--- src/hdl/mmlenc_pkg.sv ---
package mmlenc_pkg;

    // token kinds
    localparam logic [3:0] KIND_NOTE     = 4'd0;
    localparam logic [3:0] KIND_OCT_DOWN = 4'd1;
    localparam logic [3:0] KIND_OCT_UP   = 4'd2;
    localparam logic [3:0] KIND_OCT_SET  = 4'd3;
    localparam logic [3:0] KIND_TEMPO    = 4'd4;
    localparam logic [3:0] KIND_QUANT    = 4'd5;
    localparam logic [3:0] KIND_VOL      = 4'd6;
    localparam logic [3:0] KIND_CMD_E0   = 4'd7;
    localparam logic [3:0] KIND_CMD_E2   = 4'd8;
    localparam logic [3:0] KIND_NOOP     = 4'd9;
    localparam logic [3:0] KIND_LOOP     = 4'd10;
    localparam logic [3:0] KIND_END      = 4'd12;

    // note letter codes beyond A-G
    localparam logic [3:0] LETTER_REST   = 4'd7;
    localparam logic [3:0] LETTER_TIE    = 4'd8;
    localparam logic [3:0] LETTER_SETLEN = 4'd9;

    // length modes
    localparam logic [1:0] MODE_DEFAULT = 2'd0;
    localparam logic [1:0] MODE_DIV     = 2'd1;
    localparam logic [1:0] MODE_ABS     = 2'd2;

    // error codes
    localparam logic [2:0] ERR_NONE     = 3'd0;
    localparam logic [2:0] ERR_INVALID  = 3'd1;
    localparam logic [2:0] ERR_ZERO_LEN = 3'd2;
    localparam logic [2:0] ERR_BAD_L    = 3'd3;
    localparam logic [2:0] ERR_OCT_LOW  = 3'd4;
    localparam logic [2:0] ERR_OCT_HIGH = 3'd5;
    localparam logic [2:0] ERR_BAD_O    = 3'd6;
    localparam logic [2:0] ERR_LOOP     = 3'd7;

    // bytecodes
    localparam logic [7:0] BC_SETLEN = 8'hc1;
    localparam logic [7:0] BC_TEMPO  = 8'hc0;
    localparam logic [7:0] BC_QUANT  = 8'hc2;
    localparam logic [7:0] BC_VOL    = 8'hcb;
    localparam logic [7:0] BC_CMD_E0 = 8'he0;
    localparam logic [7:0] BC_CMD_E2 = 8'he2;
    localparam logic [7:0] BC_END    = 8'hff;
    localparam logic [3:0] BC_LONG_HI = 4'hf;

    localparam int unsigned LEN_W      = 13;
    localparam logic [12:0] LONG_LEN   = 13'd240;
    localparam logic [12:0] MAX_SETLEN = 13'd255;

    localparam logic [3:0] OCT_MIN   = 4'd1;
    localparam logic [3:0] OCT_MAX   = 4'd8;
    localparam logic [3:0] OCT_RESET = 4'd4;
    localparam logic [7:0] DLEN_RESET = 8'd48;

    typedef enum logic [1:0] {
        ST_IDLE,
        ST_LEN,
        ST_EMIT
    } state_t;

    typedef enum logic [1:0] {
        LU_IDLE,
        LU_DIV,
        LU_DOT
    } lu_phase_t;

    typedef enum logic [1:0] {
        ACT_NONE,
        ACT_EMIT,
        ACT_LEN
    } act_t;

    typedef struct packed {
        logic        start;
        logic        div;
        logic [11:0] operand;
        logic [2:0]  dots;
    } len_req_t;

    typedef struct packed {
        logic             done;
        logic [LEN_W-1:0] len;
    } len_rsp_t;

    typedef struct packed {
        act_t       act;
        logic [7:0] b0;
        logic [7:0] b1;
        logic [7:0] b2;
        logic [1:0] n;
        logic [2:0] err;
        logic       oct_we;
        logic [3:0] oct_val;
    } dec_t;

    function automatic logic [6:0] note_pitch(input logic [3:0] letter,
                                              input logic [2:0] acc,
                                              input logic [3:0] oct);
        logic [6:0] base;
        logic [6:0] o;
        logic [6:0] sacc;
        base = 7'd0;
        o    = 7'(oct - 4'd1);
        sacc = {{4{acc[2]}}, acc};
        unique case (letter)
            4'd0:    base = 7'd9;
            4'd1:    base = 7'd11;
            4'd2:    base = 7'd0;
            4'd3:    base = 7'd2;
            4'd4:    base = 7'd4;
            4'd5:    base = 7'd5;
            4'd6:    base = 7'd7;
            default: base = 7'd0;
        endcase
        if (letter == LETTER_REST) begin
            return 7'd0;
        end else if (letter == LETTER_TIE) begin
            return 7'd1;
        end
        // octave * 12 as two shifts
        return base + sacc + (o << 3) + (o << 2);
    endfunction

endpackage

--- src/hdl/mmlenc_len.sv ---
module mmlenc_len
    import mmlenc_pkg::*;
#(
    parameter int TICKS_PER_WHOLE = 192
) (
    input  logic     aclk,
    input  logic     aresetn,
    input  len_req_t req,
    output len_rsp_t rsp
);

    localparam int QW  = $clog2(TICKS_PER_WHOLE + 1);
    localparam int QCW = $clog2(QW + 1);
    localparam logic [QW-1:0] DIVIDEND = QW'(TICKS_PER_WHOLE);

    lu_phase_t        phase_reg, phase_next;
    logic [QW-1:0]    dvd_reg, dvd_next;
    logic [QW-1:0]    quo_reg, quo_next;
    logic [11:0]      rem_reg, rem_next;
    logic [11:0]      divisor_reg, divisor_next;
    logic [QCW-1:0]   bcnt_reg, bcnt_next;
    logic [LEN_W-1:0] sum_reg, sum_next;
    logic [11:0]      sh_reg, sh_next;
    logic [2:0]       dcnt_reg, dcnt_next;

    logic [12:0] trial;
    logic [12:0] diff;
    logic        ge;

    // one quotient bit per cycle, restoring
    assign trial = {rem_reg, dvd_reg[QW-1]};
    assign diff  = trial - {1'b0, divisor_reg};
    assign ge    = trial >= {1'b0, divisor_reg};

    always_comb begin
        phase_next = phase_reg;
        unique case (phase_reg)
            LU_IDLE: begin
                if (req.start) begin
                    phase_next = req.div ? LU_DIV : LU_DOT;
                end
            end
            LU_DIV: begin
                if (bcnt_reg == QCW'(1)) begin
                    phase_next = LU_DOT;
                end
            end
            LU_DOT: begin
                if (dcnt_reg == 3'd0) begin
                    phase_next = LU_IDLE;
                end
            end
            default: phase_next = LU_IDLE;
        endcase
    end

    always_comb begin
        dvd_next     = dvd_reg;
        quo_next     = quo_reg;
        rem_next     = rem_reg;
        divisor_next = divisor_reg;
        bcnt_next    = bcnt_reg;
        sum_next     = sum_reg;
        sh_next      = sh_reg;
        dcnt_next    = dcnt_reg;
        unique case (phase_reg)
            LU_IDLE: begin
                if (req.start) begin
                    dvd_next     = DIVIDEND;
                    quo_next     = '0;
                    rem_next     = '0;
                    divisor_next = req.operand;
                    bcnt_next    = QCW'(QW);
                    sum_next     = {1'b0, req.operand};
                    sh_next      = req.operand;
                    dcnt_next    = req.dots;
                end
            end
            LU_DIV: begin
                dvd_next  = dvd_reg << 1;
                quo_next  = {quo_reg[QW-2:0], ge};
                rem_next  = ge ? diff[11:0] : trial[11:0];
                bcnt_next = bcnt_reg - QCW'(1);
                sum_next  = LEN_W'(quo_next);
                sh_next   = 12'(quo_next);
            end
            LU_DOT: begin
                // each dot adds half of the previous addition
                if (dcnt_reg != 3'd0) begin
                    sh_next   = sh_reg >> 1;
                    sum_next  = sum_reg + LEN_W'(sh_reg >> 1);
                    dcnt_next = dcnt_reg - 3'd1;
                end
            end
            default: ;
        endcase
    end

    assign rsp.done = (phase_reg == LU_DOT) && (dcnt_reg == 3'd0);
    assign rsp.len  = sum_reg;

    always_ff @(posedge aclk) begin
        if (!aresetn) begin
            phase_reg <= LU_IDLE;
        end else begin
            phase_reg <= phase_next;
        end
    end

    always_ff @(posedge aclk) begin
        dvd_reg     <= dvd_next;
        quo_reg     <= quo_next;
        rem_reg     <= rem_next;
        divisor_reg <= divisor_next;
        bcnt_reg    <= bcnt_next;
        sum_reg     <= sum_next;
        sh_reg      <= sh_next;
        dcnt_reg    <= dcnt_next;
    end

endmodule

--- src/hdl/mml_token_bytecode_encoder_unit.sv ---
// Music-macro token encoder for one track: lexed tokens in, bytecode bytes out.
// Input channel s_*: one token word per handshake (kind, letter, length, dots,
// accidental, param). Output channel m_*: one bytecode byte per word, with
// m_last on the final byte of a token and m_error_code nonzero on a fault word.
// A token is taken only while the block is idle. A note with a default length
// and no dots, a command or the end token is decoded into the byte buffer on
// acceptance; its bytes move on to the output register once it is free. A note
// with an explicit length or with dots runs the length unit first: a divisor
// length goes through a bit-serial divider of ceil(log2(TICKS_PER_WHOLE+1))
// quotient bits (8 at 192), then one dot step per dot. Bytes then leave one
// per cycle while the receiver keeps m_ready high; a token gives up to three
// bytes. Valid octave changes and noop tokens give no output word. Reset
// (aresetn low, synchronous) sets octave 4 and default length 48 and empties
// the output register. When the receiver holds m_ready low, the word stays in
// the output register and the block stops between bytes; it takes no new token
// until the last byte of the current one has entered the output register.
module mml_token_bytecode_encoder_unit
    import mmlenc_pkg::*;
#(
    parameter int TICKS_PER_WHOLE = 192,
    parameter int MAX_DOTS        = 7
) (
    input  logic        aclk,
    input  logic        aresetn,

    input  logic        s_valid,
    output logic        s_ready,
    input  logic [3:0]  s_kind,
    input  logic [3:0]  s_note_letter,
    input  logic [1:0]  s_len_mode,
    input  logic [11:0] s_length_value,
    input  logic [2:0]  s_dots,
    input  logic signed [2:0] s_accidental,
    input  logic [15:0] s_param,

    output logic        m_valid,
    input  logic        m_ready,
    output logic [7:0]  m_out_byte,
    output logic        m_last,
    output logic [2:0]  m_error_code
);

    state_t     state_reg, state_next;
    logic [3:0] octave_reg, octave_next;
    logic [7:0] dlen_reg, dlen_next;
    logic [3:0] letter_reg;
    logic [2:0] acc_reg;

    logic [7:0] buf0_reg, buf0_next;
    logic [7:0] buf1_reg, buf1_next;
    logic [7:0] buf2_reg, buf2_next;
    logic [1:0] cnt_reg, cnt_next;
    logic [2:0] err_reg, err_next;

    logic       m_valid_reg, m_valid_next;
    logic [7:0] m_byte_reg, m_byte_next;
    logic       m_last_reg, m_last_next;
    logic [2:0] m_err_reg, m_err_next;

    logic     accept;
    logic     out_free;
    logic     emit_word;
    logic [2:0] dots_cl;
    dec_t     dec;
    len_req_t lreq;
    len_rsp_t lrsp;
    logic [6:0] pitch;

    assign s_ready   = (state_reg == ST_IDLE);
    assign accept    = s_valid && s_ready;
    assign out_free  = !m_valid_reg || m_ready;
    assign emit_word = (state_reg == ST_EMIT) && out_free;

    assign dots_cl = ({1'b0, s_dots} > 4'(MAX_DOTS)) ? 3'(MAX_DOTS) : s_dots;
    assign pitch   = note_pitch(letter_reg, acc_reg, octave_reg);

    // token decode
    always_comb begin
        dec         = '0;
        dec.act     = ACT_NONE;
        dec.err     = ERR_NONE;
        dec.oct_val = octave_reg;
        unique case (s_kind)
            KIND_NOTE: begin
                if (s_note_letter > LETTER_SETLEN || s_len_mode == 2'd3) begin
                    dec.act = ACT_EMIT; dec.n = 2'd1; dec.err = ERR_INVALID;
                end else if (s_len_mode == MODE_DIV && s_length_value == 12'd0) begin
                    dec.act = ACT_EMIT; dec.n = 2'd1; dec.err = ERR_ZERO_LEN;
                end else if (s_len_mode == MODE_DEFAULT && dots_cl == 3'd0) begin
                    dec.act = ACT_EMIT; dec.n = 2'd1;
                    if (s_note_letter == LETTER_SETLEN) begin
                        dec.err = ERR_BAD_L;
                    end else begin
                        dec.b0 = {note_pitch(s_note_letter, s_accidental, octave_reg),
                                  1'b0};
                    end
                end else begin
                    dec.act = ACT_LEN;
                end
            end
            KIND_OCT_DOWN: begin
                if (octave_reg <= OCT_MIN) begin
                    dec.act = ACT_EMIT; dec.n = 2'd1; dec.err = ERR_OCT_LOW;
                end else begin
                    dec.oct_we = 1'b1; dec.oct_val = octave_reg - 4'd1;
                end
            end
            KIND_OCT_UP: begin
                if (octave_reg >= OCT_MAX) begin
                    dec.act = ACT_EMIT; dec.n = 2'd1; dec.err = ERR_OCT_HIGH;
                end else begin
                    dec.oct_we = 1'b1; dec.oct_val = octave_reg + 4'd1;
                end
            end
            KIND_OCT_SET: begin
                if (s_param < 16'(OCT_MIN) || s_param > 16'(OCT_MAX)) begin
                    dec.act = ACT_EMIT; dec.n = 2'd1; dec.err = ERR_BAD_O;
                end else begin
                    dec.oct_we = 1'b1; dec.oct_val = s_param[3:0];
                end
            end
            KIND_TEMPO, KIND_CMD_E0, KIND_CMD_E2: begin
                dec.act = ACT_EMIT; dec.n = 2'd3;
                dec.b0  = (s_kind == KIND_TEMPO) ? BC_TEMPO :
                          (s_kind == KIND_CMD_E0) ? BC_CMD_E0 : BC_CMD_E2;
                dec.b1  = s_param[7:0];
                dec.b2  = s_param[15:8];
            end
            KIND_QUANT: begin
                dec.act = ACT_EMIT; dec.n = 2'd1; dec.b0 = BC_QUANT + s_param[7:0];
            end
            KIND_VOL: begin
                dec.act = ACT_EMIT; dec.n = 2'd1; dec.b0 = BC_VOL + s_param[7:0];
            end
            KIND_NOOP: ;
            KIND_LOOP: begin
                dec.act = ACT_EMIT; dec.n = 2'd1; dec.err = ERR_LOOP;
            end
            KIND_END: begin
                dec.act = ACT_EMIT; dec.n = 2'd1; dec.b0 = BC_END;
            end
            default: begin
                dec.act = ACT_EMIT; dec.n = 2'd1; dec.err = ERR_INVALID;
            end
        endcase
    end

    assign lreq.start   = accept && (dec.act == ACT_LEN);
    assign lreq.div     = (s_len_mode == MODE_DIV);
    assign lreq.operand = (s_len_mode == MODE_DEFAULT) ? 12'(dlen_reg) : s_length_value;
    assign lreq.dots    = dots_cl;

    mmlenc_len #(
        .TICKS_PER_WHOLE(TICKS_PER_WHOLE)
    ) u_len (
        .aclk   (aclk),
        .aresetn(aresetn),
        .req    (lreq),
        .rsp    (lrsp)
    );

    // next state
    always_comb begin
        state_next = state_reg;
        unique case (state_reg)
            ST_IDLE: begin
                if (accept) begin
                    if (dec.act == ACT_EMIT) begin
                        state_next = ST_EMIT;
                    end else if (dec.act == ACT_LEN) begin
                        state_next = ST_LEN;
                    end
                end
            end
            ST_LEN: begin
                if (lrsp.done) begin
                    state_next = ST_EMIT;
                end
            end
            ST_EMIT: begin
                if (out_free && cnt_reg == 2'd1) begin
                    state_next = ST_IDLE;
                end
            end
            default: state_next = ST_IDLE;
        endcase
    end

    // datapath and outputs
    always_comb begin
        octave_next  = octave_reg;
        dlen_next    = dlen_reg;
        buf0_next    = buf0_reg;
        buf1_next    = buf1_reg;
        buf2_next    = buf2_reg;
        cnt_next     = cnt_reg;
        err_next     = err_reg;
        m_valid_next = m_valid_reg && !m_ready;
        m_byte_next  = m_byte_reg;
        m_last_next  = m_last_reg;
        m_err_next   = m_err_reg;

        if (accept) begin
            if (dec.oct_we) begin
                octave_next = dec.oct_val;
            end
            buf0_next = dec.b0;
            buf1_next = dec.b1;
            buf2_next = dec.b2;
            cnt_next  = dec.n;
            err_next  = dec.err;
        end

        if (state_reg == ST_LEN && lrsp.done) begin
            err_next = ERR_NONE;
            if (letter_reg == LETTER_SETLEN) begin
                if (lrsp.len > MAX_SETLEN) begin
                    buf0_next = 8'd0;
                    cnt_next  = 2'd1;
                    err_next  = ERR_BAD_L;
                end else begin
                    dlen_next = lrsp.len[7:0];
                    buf0_next = BC_SETLEN;
                    buf1_next = lrsp.len[7:0];
                    cnt_next  = 2'd2;
                end
            end else begin
                buf0_next = {pitch, 1'b1};
                if (lrsp.len < LONG_LEN) begin
                    buf1_next = lrsp.len[7:0];
                    cnt_next  = 2'd2;
                end else begin
                    buf1_next = {BC_LONG_HI, lrsp.len[11:8]};
                    buf2_next = lrsp.len[7:0];
                    cnt_next  = 2'd3;
                end
            end
        end

        if (emit_word) begin
            m_valid_next = 1'b1;
            m_byte_next  = buf0_reg;
            m_last_next  = (cnt_reg == 2'd1);
            m_err_next   = err_reg;
            buf0_next    = buf1_reg;
            buf1_next    = buf2_reg;
            cnt_next     = cnt_reg - 2'd1;
        end
    end

    assign m_valid      = m_valid_reg;
    assign m_out_byte   = m_byte_reg;
    assign m_last       = m_last_reg;
    assign m_error_code = m_err_reg;

    always_ff @(posedge aclk) begin
        if (!aresetn) begin
            state_reg   <= ST_IDLE;
            octave_reg  <= OCT_RESET;
            dlen_reg    <= DLEN_RESET;
            cnt_reg     <= 2'd0;
            m_valid_reg <= 1'b0;
        end else begin
            state_reg   <= state_next;
            octave_reg  <= octave_next;
            dlen_reg    <= dlen_next;
            cnt_reg     <= cnt_next;
            m_valid_reg <= m_valid_next;
        end
    end

    always_ff @(posedge aclk) begin
        if (accept) begin
            letter_reg <= s_note_letter;
            acc_reg    <= s_accidental;
        end
        buf0_reg   <= buf0_next;
        buf1_reg   <= buf1_next;
        buf2_reg   <= buf2_next;
        err_reg    <= err_next;
        m_byte_reg <= m_byte_next;
        m_last_reg <= m_last_next;
        m_err_reg  <= m_err_next;
    end

endmodule
--- config.mk ---
export PLATFORM = sky130hd
export DESIGN_NAME = mml_token_bytecode_encoder_unit
export DESIGN_NICKNAME = d
export VERILOG_FILES = /design/src/hdl/mmlenc_pkg.sv /design/src/hdl/mmlenc_len.sv /design/src/hdl/mml_token_bytecode_encoder_unit.sv
export SDC_FILE = /design/constraint.sdc
export NUM_CORES = 1
export LEC_CHECK = 0
export BUFFER_PORTS_ARGS = -buffer_cell sky130_fd_sc_hd__buf_4
export CAP_MARGIN = 20
export CORE_MARGIN = 2
export CORE_UTILIZATION = 45
export CTS_CLUSTER_SIZE = 10
export DETAILED_ROUTE_END_ITERATION = 8
export PLACE_DENSITY_LB_ADDON = 0.1
export SETUP_SLACK_MARGIN = 0.5
export SYNTH_ARGS = -nofsm -noshare
export SYNTH_HDL_FRONTEND = slang
export SYNTH_SLANG_ARGS = --single-unit
--- constraint.sdc ---
create_clock -name aclk -period 8.55 [get_ports aclk]
set_input_delay 0.4275 -clock aclk [delete_from_list [all_inputs] [get_ports aclk]]
set_output_delay 0.4275 -clock aclk [all_outputs]
set_load 0.02 [all_outputs]
==> results.md <==
- Dividing the synthesized area by the synthesized cell count gives 9.64 um^2.
- The via count of the first global-routing pass is 6,392.
- The endpoint type of the worst setup path is a flop.
- From bottom edge to top edge, the die measures 141 um.
- The number of enable-type register cells in the synthesized netlist is 94.
- The fraction of synthesis flops using an asynchronous set or reset pin is 0.
- Setup repair after global routing left no endpoint under its margin.
- The final net count is 1,054.
- The total power of the final layout is 2.09 mW.
- Post-CTS timing repair inserted 0 buffers for setup.
- The total global-route track usage is 0.229.
- By area the synthesized netlist is led by sky130_fd_sc_hd__edfxtp_1, sky130_fd_sc_hd__ha_1, sky130_fd_sc_hd__dfxtp_1.
- The post-detailed-placement half-perimeter wirelength is 16.6 mm.
- The number of synthesized register bits is 129.
- The worst pin sits at a relative slew slack of 0.339.
- The tree is rooted in a sky130_fd_sc_hd__clkbuf_16.
- The power density over cell area is 215 nW/um^2.
- The critical path goes through inv_1, ha_1, xor2_1, inv_1, fa_1, inv_1, ha_1, ha_1, a21oi_1, xor2_1, o221ai_2, a221oi_2, a21oi_2.
- The first-pass GRT wire length is 35.4 mm.
- The number of endpoints with negative hold slack in the final report is 0.
- The maximum root-to-sink buffer count is 2.
- The average detailed-routed wire length per instance is 18.9 um.
- Across the routed clock network, the largest skew measured is 10.5 ps.
- After routing, the total negative slack on setup checks comes to 0 ps.
- Of the post-synthesis cell area, the dominant cell type holds 0.332.
- The clock input transition at the sequential cells of the worst setup and hold paths is 60 ps.
- The run finished with clean final reports.
- The register with the most flip-flops in the layout has 13 of them.
- The hold-fix buffer count after cts is 0.
- The worst setup path is of the flop to flop kind.
- The first TritonRoute pass finished after 5 iterations.
- The number of port buffers is 61.
- The fraction of final layout cells sized beyond drive strength 1 is 0.133.
- The worst hold margin is 196 ps.
- Counting instances, the worst hold path has a depth of 1.
- The total setup violations reported at the end of the flow is 0.
- Entering global routing, the biggest net connects 29 pins.
- The cell count after synthesis is 882.
- The number of cells on the worst reg-to-reg path is 13.
- The routed wire length is 22.3 mm.
- In this run the remaining antenna-violating nets after routing total 0.
- TritonCTS built the clock tree.
- The number of max-cap violations is 0.
- 62 I/O pins were placed.
- The growth of design area from synthesis to finish is 14.2%.
- The critical path arrival is 3990 ps.
- The prevailing post-synth register cell is sky130_fd_sc_hd__edfxtp_1.
- The achievable clock frequency is 0.261 GHz.
- The antenna cell count is 0.
- The class of the worst hold path is primary input to flop.
- The maximum fanout along the worst path is 9.
- The cell type with the largest total area after synthesis is sky130_fd_sc_hd__edfxtp_1.
- The site row count is 50.
- The total cell area at the placement stage is 9160 um^2.
- The largest individual stage delay along the critical path comes from the cell sky130_fd_sc_hd__fa_1.
- The number of antenna violations at the first check in global routing came to 0.
- In this run the number of H-tree levels came out at 4.
- From left edge to right edge, the die measures 141 um.
- At the pin with the least slew margin, the transition time is 990 ps.
- Clock tree synthesis inserted a total of 17 buffers.
- The aggregate global routing overflow is 0.
- The final route contains 6,727 vias.
- The routability congestion estimate is 0.895.
- The data required time of the worst path is 8710 ps.
- The routed via count divided by cell count is 5.69.
- The synthesized netlist occupies a cell area of 8510 um^2.
- The synthesized netlist contains 81 unique library cells.
- In this run the standard cell core region covers 18,600 um^2.
- Of the available clock period, the critical path in the final layout requires 0.448.
- The floorplan step defined a die boundary enclosing 20,000 um^2.
- The number of nets in the synthesized netlist is 1,001.
- The first routing iteration left 566 violations.
- The starting density of the core is 0.456.
- The post-placement setup slack is 4750 ps.
- In the routed design, unresolved DRC markers number 0.
- The final instance area is 9710 um^2.
- For this run, the register share of the synthesized area comes to 0.414.
- For the worst-skew pair, the clock arrives at the later sink with an insertion delay of 420 ps.
- The biggest cell delay along the critical path is 520 ps.
- Setup slack closes at 4720 ps.
- Fill cells in the final layout number 1,737.
- The minimum period implied by the final worst setup slack is 3830 ps.
- In this run the static leakage power is 3.93 nW.
- STA classifies the critical path startpoint as a flop.
- Yosys printed 0 warnings.
- The number of slew-limit violations in the final report is 0.
- The total number of clock tree sinks is 129.
- The worst-case vdd ir drop is 156 uV.
- The count of instances resized after the clock tree is built is 0.
==> final timing paths <==
path | start | to | slack [ps]
min | s_accidental[1] | acc_reg[1] | 200
min reg2reg | buf0_reg[4] | m_out_byte[4] | 420
max | octave_reg[0] | buf0_reg[6] | 4720
max reg2reg | octave_reg[0] | buf0_reg[6] | 4720
==> critical path: cells and delay by family, from the launching register on <==
kind	cells	cell delay, ps
compound gates	4	670
xor+xnor	2	540
fa+ha+maj	4	1460
buf+inv	3	410
flops	1	490
==> per-stage QoR <==
step / utilization / cells
after CTS: 0.521 / 1182
after global placement: 0.491 / 1150
final: 0.521 / 1182
after global routing: 0.521 / 1182
after detailed placement: 0.491 / 1150
after floorplan: - / 882
==> cells in the mapped netlist, types with 15 or more instances <==
cell and instances:
sky130_fd_sc_hd__a21o_1 16, sky130_fd_sc_hd__a21oi_1 64, sky130_fd_sc_hd__clkbuf_1 18, sky130_fd_sc_hd__dfxtp_1 35
sky130_fd_sc_hd__edfxtp_1 94, sky130_fd_sc_hd__ha_1 58, sky130_fd_sc_hd__inv_1 60, sky130_fd_sc_hd__nand2_1 103
sky130_fd_sc_hd__nand2b_1 20, sky130_fd_sc_hd__nand3_1 15, sky130_fd_sc_hd__nor2_1 72, sky130_fd_sc_hd__nor2b_1 24
sky130_fd_sc_hd__o21ai_0 40, sky130_fd_sc_hd__xnor2_1 23
==> cells in the final DEF, fill, tap and decap left out, types with 7 or more instances in the layout <==
cell / instances
sky130_fd_sc_hd__o21ai_0: 40
sky130_fd_sc_hd__a31oi_1: 14
sky130_fd_sc_hd__buf_4: 65
sky130_fd_sc_hd__a21oi_1: 63
sky130_fd_sc_hd__nor4_1: 7
sky130_fd_sc_hd__a221oi_1: 8
sky130_fd_sc_hd__a21o_1: 16
sky130_fd_sc_hd__nand2_1: 103
sky130_fd_sc_hd__nor2b_1: 24
sky130_fd_sc_hd__xnor2_1: 23
sky130_fd_sc_hd__clkinv_1: 7
sky130_fd_sc_hd__xor2_1: 13
sky130_fd_sc_hd__nand3_1: 15
sky130_fd_sc_hd__mux2i_1: 14
sky130_fd_sc_hd__inv_1: 60
sky130_fd_sc_hd__edfxtp_1: 94
sky130_fd_sc_hd__a221o_1: 7
sky130_fd_sc_hd__clkbuf_16: 17
sky130_fd_sc_hd__o21ai_1: 9
sky130_fd_sc_hd__and2_1: 11
sky130_fd_sc_hd__dfxtp_1: 35
sky130_fd_sc_hd__nor2_1: 72
sky130_fd_sc_hd__fa_1: 13
sky130_fd_sc_hd__ha_1: 58
sky130_fd_sc_hd__and3_1: 11
sky130_fd_sc_hd__nand2b_1: 20
sky130_fd_sc_hd__o211ai_1: 8
==> cell families after synthesis <==
kind of cell,after synthesis,synth area share
adders and majority gates,72,0.117
and+or+nand+nor,299,0.174
muxes,19,0.0231
buffers and inverters,92,0.0427
DFF,129,0.414
xor gates and xnor gates,37,0.0397
AOI/OAI and AO/OA,234,0.189
==> where the power goes <==
part           internal, mW  switching (mW)
logic                 0.235           0.338
clock network         0.421           0.267
registers             0.768          0.0566
==> cell type report <==
class | instances | area, um^2 | share of cell area
inverters | 61 | 229 | 0.0236
multi-input cells | 661 | 4630 | 0.476
clock buffers | 18 | 429 | 0.0442
clock inverters | 14 | 123 | 0.0126
flip-flops and latches | 129 | 3520 | 0.363
repair buffers | 65 | 488 | 0.0502
well taps | 234 | 293 | 0.0301
==> metal layers <==
metal / wire, um / vias up / track usage
met5: 0 / - / 0
met4: 267 / 0 / 0.0542
met3: 1240 / 21 / 0.0381
met2: 9740 / 195 / 0.345
met1: 11000 / 3199 / 0.345
li1: - / 3312 / -
(Power assumes the default switching activity.)
